## src/design/free_block_stack_with_spill_core_macros.svh

```systemverilog
// assertion macros shared by the free block stack design
`ifndef FREE_BLOCK_STACK_WITH_SPILL_CORE_MACROS_SVH
`define FREE_BLOCK_STACK_WITH_SPILL_CORE_MACROS_SVH

// antecedent and consequent in the same cycle
`define FBS_ASSERT_SAME(lbl, clk, rst_n, ante, cons, msg) \
    lbl: assert property (@(posedge clk) disable iff (!rst_n) (ante) |-> (cons)) \
        else $error(msg);

// consequent in the cycle after the antecedent
`define FBS_ASSERT_NEXT(lbl, clk, rst_n, ante, cons, msg) \
    lbl: assert property (@(posedge clk) disable iff (!rst_n) (ante) |=> (cons)) \
        else $error(msg);

`endif

```

## src/design/fbs_pkg.sv

```systemverilog
// shared types and codes for the free block stack
`timescale 1ns / 1ps

package fbs_pkg;

    localparam int ID_W       = 31;
    localparam int TOTAL_W    = 11;
    localparam int MOVED_W    = 2;
    localparam int MBLK_W     = 6;
    localparam int IN_DATA_W  = 32;
    localparam int IN_USER_W  = 1;
    localparam int OUT_DATA_W = 48;
    localparam int OUT_USER_W = 4;

    typedef logic [2:0] t_op;

    localparam t_op OP_PUSH   = 3'd0;
    localparam t_op OP_POP    = 3'd1;
    localparam t_op OP_SPILL  = 3'd2;
    localparam t_op OP_REFILL = 3'd3;
    localparam t_op OP_FULL   = 3'd4;
    localparam t_op OP_EMPTY  = 3'd5;

    typedef logic [MOVED_W-1:0] t_moved;

    localparam t_moved MOVED_NONE   = 2'd0;
    localparam t_moved MOVED_SPILL  = 2'd1;
    localparam t_moved MOVED_REFILL = 2'd2;

    localparam logic ACT_FREE  = 1'b0;
    localparam logic ACT_ALLOC = 1'b1;

endpackage

```

## src/design/fbs_queue.sv

```systemverilog
// two-entry command queue between front and back
`timescale 1ns / 1ps

module fbs_queue #(
    parameter type t_cmd = logic
) (
    input  logic i_clk,
    input  logic i_rst_n,
    input  logic i_wr_valid,
    output logic o_wr_ready,
    input  t_cmd i_wr_data,
    output logic o_rd_valid,
    input  logic i_rd_ready,
    output t_cmd o_rd_data
);
    import fbs_pkg::*;

    t_cmd       r_slot [2];
    logic       r_wr_ptr;
    logic       r_rd_ptr;
    logic [1:0] r_count;
    logic       wr_en;
    logic       rd_en;

    assign o_wr_ready = (r_count != 2'd2);
    assign o_rd_valid = (r_count != 2'd0);
    assign o_rd_data  = r_slot[r_rd_ptr];
    assign wr_en      = i_wr_valid && o_wr_ready;
    assign rd_en      = o_rd_valid && i_rd_ready;

    always_ff @(posedge i_clk) begin
        if (!i_rst_n) begin
            r_wr_ptr <= 1'b0;
            r_rd_ptr <= 1'b0;
            r_count  <= 2'd0;
        end else begin
            if (wr_en) begin
                r_wr_ptr <= ~r_wr_ptr;
            end
            if (rd_en) begin
                r_rd_ptr <= ~r_rd_ptr;
            end
            if (wr_en && !rd_en) begin
                r_count <= r_count + 2'd1;
            end else if (rd_en && !wr_en) begin
                r_count <= r_count - 2'd1;
            end
        end
    end

    always_ff @(posedge i_clk) begin
        if (wr_en) begin
            r_slot[r_wr_ptr] <= i_wr_data;
        end
    end

endmodule

```

## config.mk

```make
export PLATFORM = sky130hd
export DESIGN_NAME = fbs_queue
export DESIGN_NICKNAME = d
export VERILOG_FILES = /design/src/design/free_block_stack_with_spill_core_macros.svh /design/src/design/fbs_pkg.sv /design/src/design/fbs_queue.sv
export SDC_FILE = /design/constraint.sdc
export NUM_CORES = 1
export LEC_CHECK = 0
export ABC_AREA = 1
export BUFFER_PORTS_ARGS = -buffer_cell sky130_fd_sc_hd__buf_2
export CAP_MARGIN = 20
export CORE_AREA = 2 2 39 41
export CTS_CLUSTER_DIAMETER = 120
export DETAILED_ROUTE_END_ITERATION = 8
export DIE_AREA = 0 0 41 43
export HOLD_SLACK_MARGIN = 0.08
export PLACE_DENSITY = 0.53
export SYNTH_ARGS = -nofsm -noshare
export SYNTH_HDL_FRONTEND = slang
export SYNTH_SLANG_ARGS = --single-unit
export TNS_END_PERCENT = 100
```

## constraint.sdc

```tcl
create_clock -name i_clk -period 3.86 [get_ports i_clk]
set_clock_uncertainty 0.2 [all_clocks]
set_input_delay 0.579 -clock i_clk [delete_from_list [all_inputs] [get_ports i_clk]]
set_output_delay 0.579 -clock i_clk [all_outputs]
set_load 0.01 [all_outputs]
```

== After elaboration in Yosys (flattened, before gate mapping) ==
Memory sizes are Yosys's and may differ from the RTL's. A register that Yosys moved wholly into a read port is not among the register bits.
Index checks and enable logic that the tools add are counted.
Cells by class
  muxes and demuxes: 6
  add/sub/neg operators: 2
  bitwise operators: 2
  reductions and logical operators: 8
  equality and inequality tests: 1
Operators with widths (count)
  1-bit logical AND: 4
  1-bit two-way mux: 4
  2-bit two-way mux: 2
  2-bit nonzero test: 2
  2-bit by 1-bit adder with 2-bit output (second input constant): 1
  1-bit logical NOT: 2
  2-bit inequality test (second input constant): 1
  1-bit inverter: 2
  2-bit by 1-bit subtractor with 2-bit output (second input constant): 1
Storage, ports and cells
  memory bits (writable): 2
  logic and storage cells: 23
  register bits: 4
  output and inout bits: 3
  memories: 1
Memories
  r_slot: depth 2, width 1, rd ports 1, clocked after Yosys merged registers in 1, wr ports 1, line fbs_queue.sv:18  | t_cmd r_slot [2];

== Logic depth before layout (Yosys ltp) ==
  depth in word-level cells: 6
  gate-level depth with buffers: 11
  depth with buffers taken out: 11

== Least setup slack after synthesis ==
Ideal clock, no wire load.
  path type: input to register
  from: input i_rd_ready
  to: register r_count[1]
  library setup time: 0.064 ns
  path slack: 2.273 ns
  arrival: 1.323 ns
  stages on the path: 8
  cells stage by stage: o21a_1 -> inv_1 -> ha_1 -> inv_1 -> nand3_1 -> nand2_1 -> inv_1 -> nor2_1
On the way
  word-level cells in the longest chain between the ends: 4
  elaborated cells on any way between the ends: 6
  those cells by class: mux: 1; reduce/logical: 5
Ends and longest elaborated chain
  start, declared: line fbs_queue.sv:13  | input logic i_rd_ready,
  1-bit logical AND (*): line fbs_queue.sv:29  | assign rd_en = o_rd_valid && i_rd_ready;
  1-bit logical NOT: line fbs_queue.sv:43  | if (wr_en && !rd_en) begin
  1-bit logical AND: line fbs_queue.sv:43
  2-bit two-way mux / 2-bit nonzero test (equally long branches)
  end signal, assigned: line fbs_queue.sv:44  | r_count <= r_count + 2'd1;
  end signal, assigned: line fbs_queue.sv:46  | r_count <= r_count - 2'd1;
  end, declared: line fbs_queue.sv:21  | logic [1:0] r_count;
Every way passes the cells marked *; elsewhere a longest branch is shown, timed or not.
A chain may end at the register's enable or synchronous reset.

==> qor.yml <==
outcome: "finished clean"
drt-initial-drc-count: 5
slowest_stage: "mux2_2"
seq_area_frac_synth_pct: 49.6
maxCapViolations: 0
cp-start-kind: "register"
clkLatencyLatePin_ns: 0.25
timing.slew.headroom_pct: 90.0
crit_fanout: 1
synth_top_area_share_pct: 31.0
grtUsageMet1_pct: 9.65
period_share_pct: 46.4
fillCellCount: 151
finalCriticalPeriod_ns: 1.79
ios: 8
powerDensity_mw_per_mm2: 722
async_reset_ff_share_pct: 0
cts_tree: "built"
grtUsageMet2_pct: 10.9
grt_overflow: 0
max_stage_delay_ns: 0.32
place_congestion: 0.749
drv_slew: 0
yosysMostFrequentCell: "nor2_1"
ys_seq_elements: 7
grt.total_usage_pct: 8.63
grt.busiest_layer: "met2"
synth_area_per_cell_um2: 8.07
grt_max_degree: 6
io_buffers: 7
clk_root_buffer_cell: "clkbuf_4"
routed_wirelength_um: 575
rsz0062_at_grt: "no"
syn_to_final_growth_pct: 25.2
min-delay-path-class: "reg2reg"
finalSetupViolations: 0
nets: 58
synth_largest_area_cell: "dfxtp_1"
syn_inst: 40
yosys_most_used_dff: "dfxtp_1"
grt_use_met3_pct: 3.14
synth_nets: 46
drcViolationCount: 0
reg2reg_depth: 10
worst_pin_slew_ns: 0.148
post_cts_buffers: 0
path_clk_slew_ns: 0.05
htreeDepth: 1
synth_common_cells: "8 x nor2_1, 7 x nand2_1, 6 x inv_1"
worstSetupPathType: "reg2out"
via_per_inst: 4.07
hold_path_depth: 2
end_kind: "primary output"
max-vdd-ir-drop_v: 0.000198
p_leak_nw: 0.193
start_util_pct: 23.3
cp.required_ns: 3.08
die-area_mm2: 0.00176
numCtsBuffers: 3
tns_ns: 0
hold_buffers: 0
fp.coreArea_mm2: 0.00138
dieWidth_um: 41
syn_area_um2: 323
path_cells: "mux2_2 -> buf_2"
hold_viol: 0
cts_resized: 0
die_h_um: 43
clock_path_buffers: 2
antennaDiodeCount: 0
arrival_ns: 1.01
grt_pass1_vias: 235
yosysUniqueCellTypes: 16
timing.hold.ws_ns: 0.309
cts.sinks: 7
synth_edf_count: 2
ys_warn_count: 0
synth_top_cells_by_area: "dfxtp_1 31%, edfxtp_1 19%, nor2_1 9.3%"
grt_antenna_before_repair: 0
dr.pass1.iters: 3
grt_pass1_wl_um: 952
ant_nets: 0
num_rows: 14
vias: 273
fmax_mhz: 559
drt-wirelength-per-cell_um: 8.58
drive_gt1_share_pct: 29.4
==> path summary, 6_finish.rpt <==
check,from,endpoint,slack [ns]
max,register,o_rd_data,2.07
min,r_wr_ptr,r_wr_ptr,0.31
max reg2reg,r_count[0],r_count[1],2.31
min reg2reg,r_wr_ptr,r_wr_ptr,0.31
==> report_power, final <==
group / internal, W / switching (W) / leakage, nW
clock network: 0.0000394 / 0.0000264 / 0.0150
registers: 0.0000973 / 0.0000141 / 0.0601
logic: 0.0000468 / 0.0000679 / 0.118
total: 0.000184 / 0.000108 / 0.193
==> stage by stage <==
step           area (µm²)  util (%)  setup slack, ns  total power [W]  instances
3_5_place_dp          378      27.3             2.11         0.000228         63
3_3_place_gp          378      27.3             2.13         0.000227         63
5_1_grt               404      29.2             1.99         0.000324         67
6_report              404      29.2             2.07         0.000292         67
2_1_floorplan         323         -             2.27         0.000197         40
4_1_cts               404      29.2             2.05         0.000297         67
==> worst max-delay path, delay by kind of cell (launching register included) <==
family   cells  cell delay, ns
buf+inv      1            0.13
flops        1            0.31
mux          1            0.32
==> per-layer routing <==
metal | part of all wire (%) | vias to the layer above | wire, µm
li1 | - | 144 | -
met3 | 4.0 | 2 | 23
met2 | 48 | 6 | 277
met1 | 45 | 121 | 257
met4 | 3.0 | 0 | 17
met5 | 0 | - | 0
==> cell usage in the layout (no fill, tap or decap) <==
master    count
nand2_1       7
nor2_1        8
a21oi_1       1
inv_1         6
nand4_1       1
ha_1          1
edfxtp_1      2
o21a_1        1
clkbuf_1      1
clkbuf_4      3
inv_2         1
buf_2         7
dfxtp_1       5
nand2_4       1
mux2_2        1
clkinv_2      1
nand2_2       1
o21ai_0       2
nand3_1       1
==> area by class of cell <==
class                           instances  area [µm²]  area share, %
Clock buffer                            4        26.3           6.50
Inverter                                8        31.3           7.74
Sequential cell                         7         160           39.6
Timing Repair Buffer                    7        35.0           8.67
Multi-Input combinational cell         25         131           32.5
Tap cell                               16        20.0           4.95
==> logic make-up (layout without fill, tap and decap cells) <==
kind of cell,count (synthesis),count (layout),synth area share [%]
flops,7,7,49.6
fa+ha+maj,1,1,3.88
buf+inv,8,19,9.69
simple gates,19,19,26.4
mux,1,1,3.49
compound gates,4,4,6.98
(Power assumes the default switching activity.)
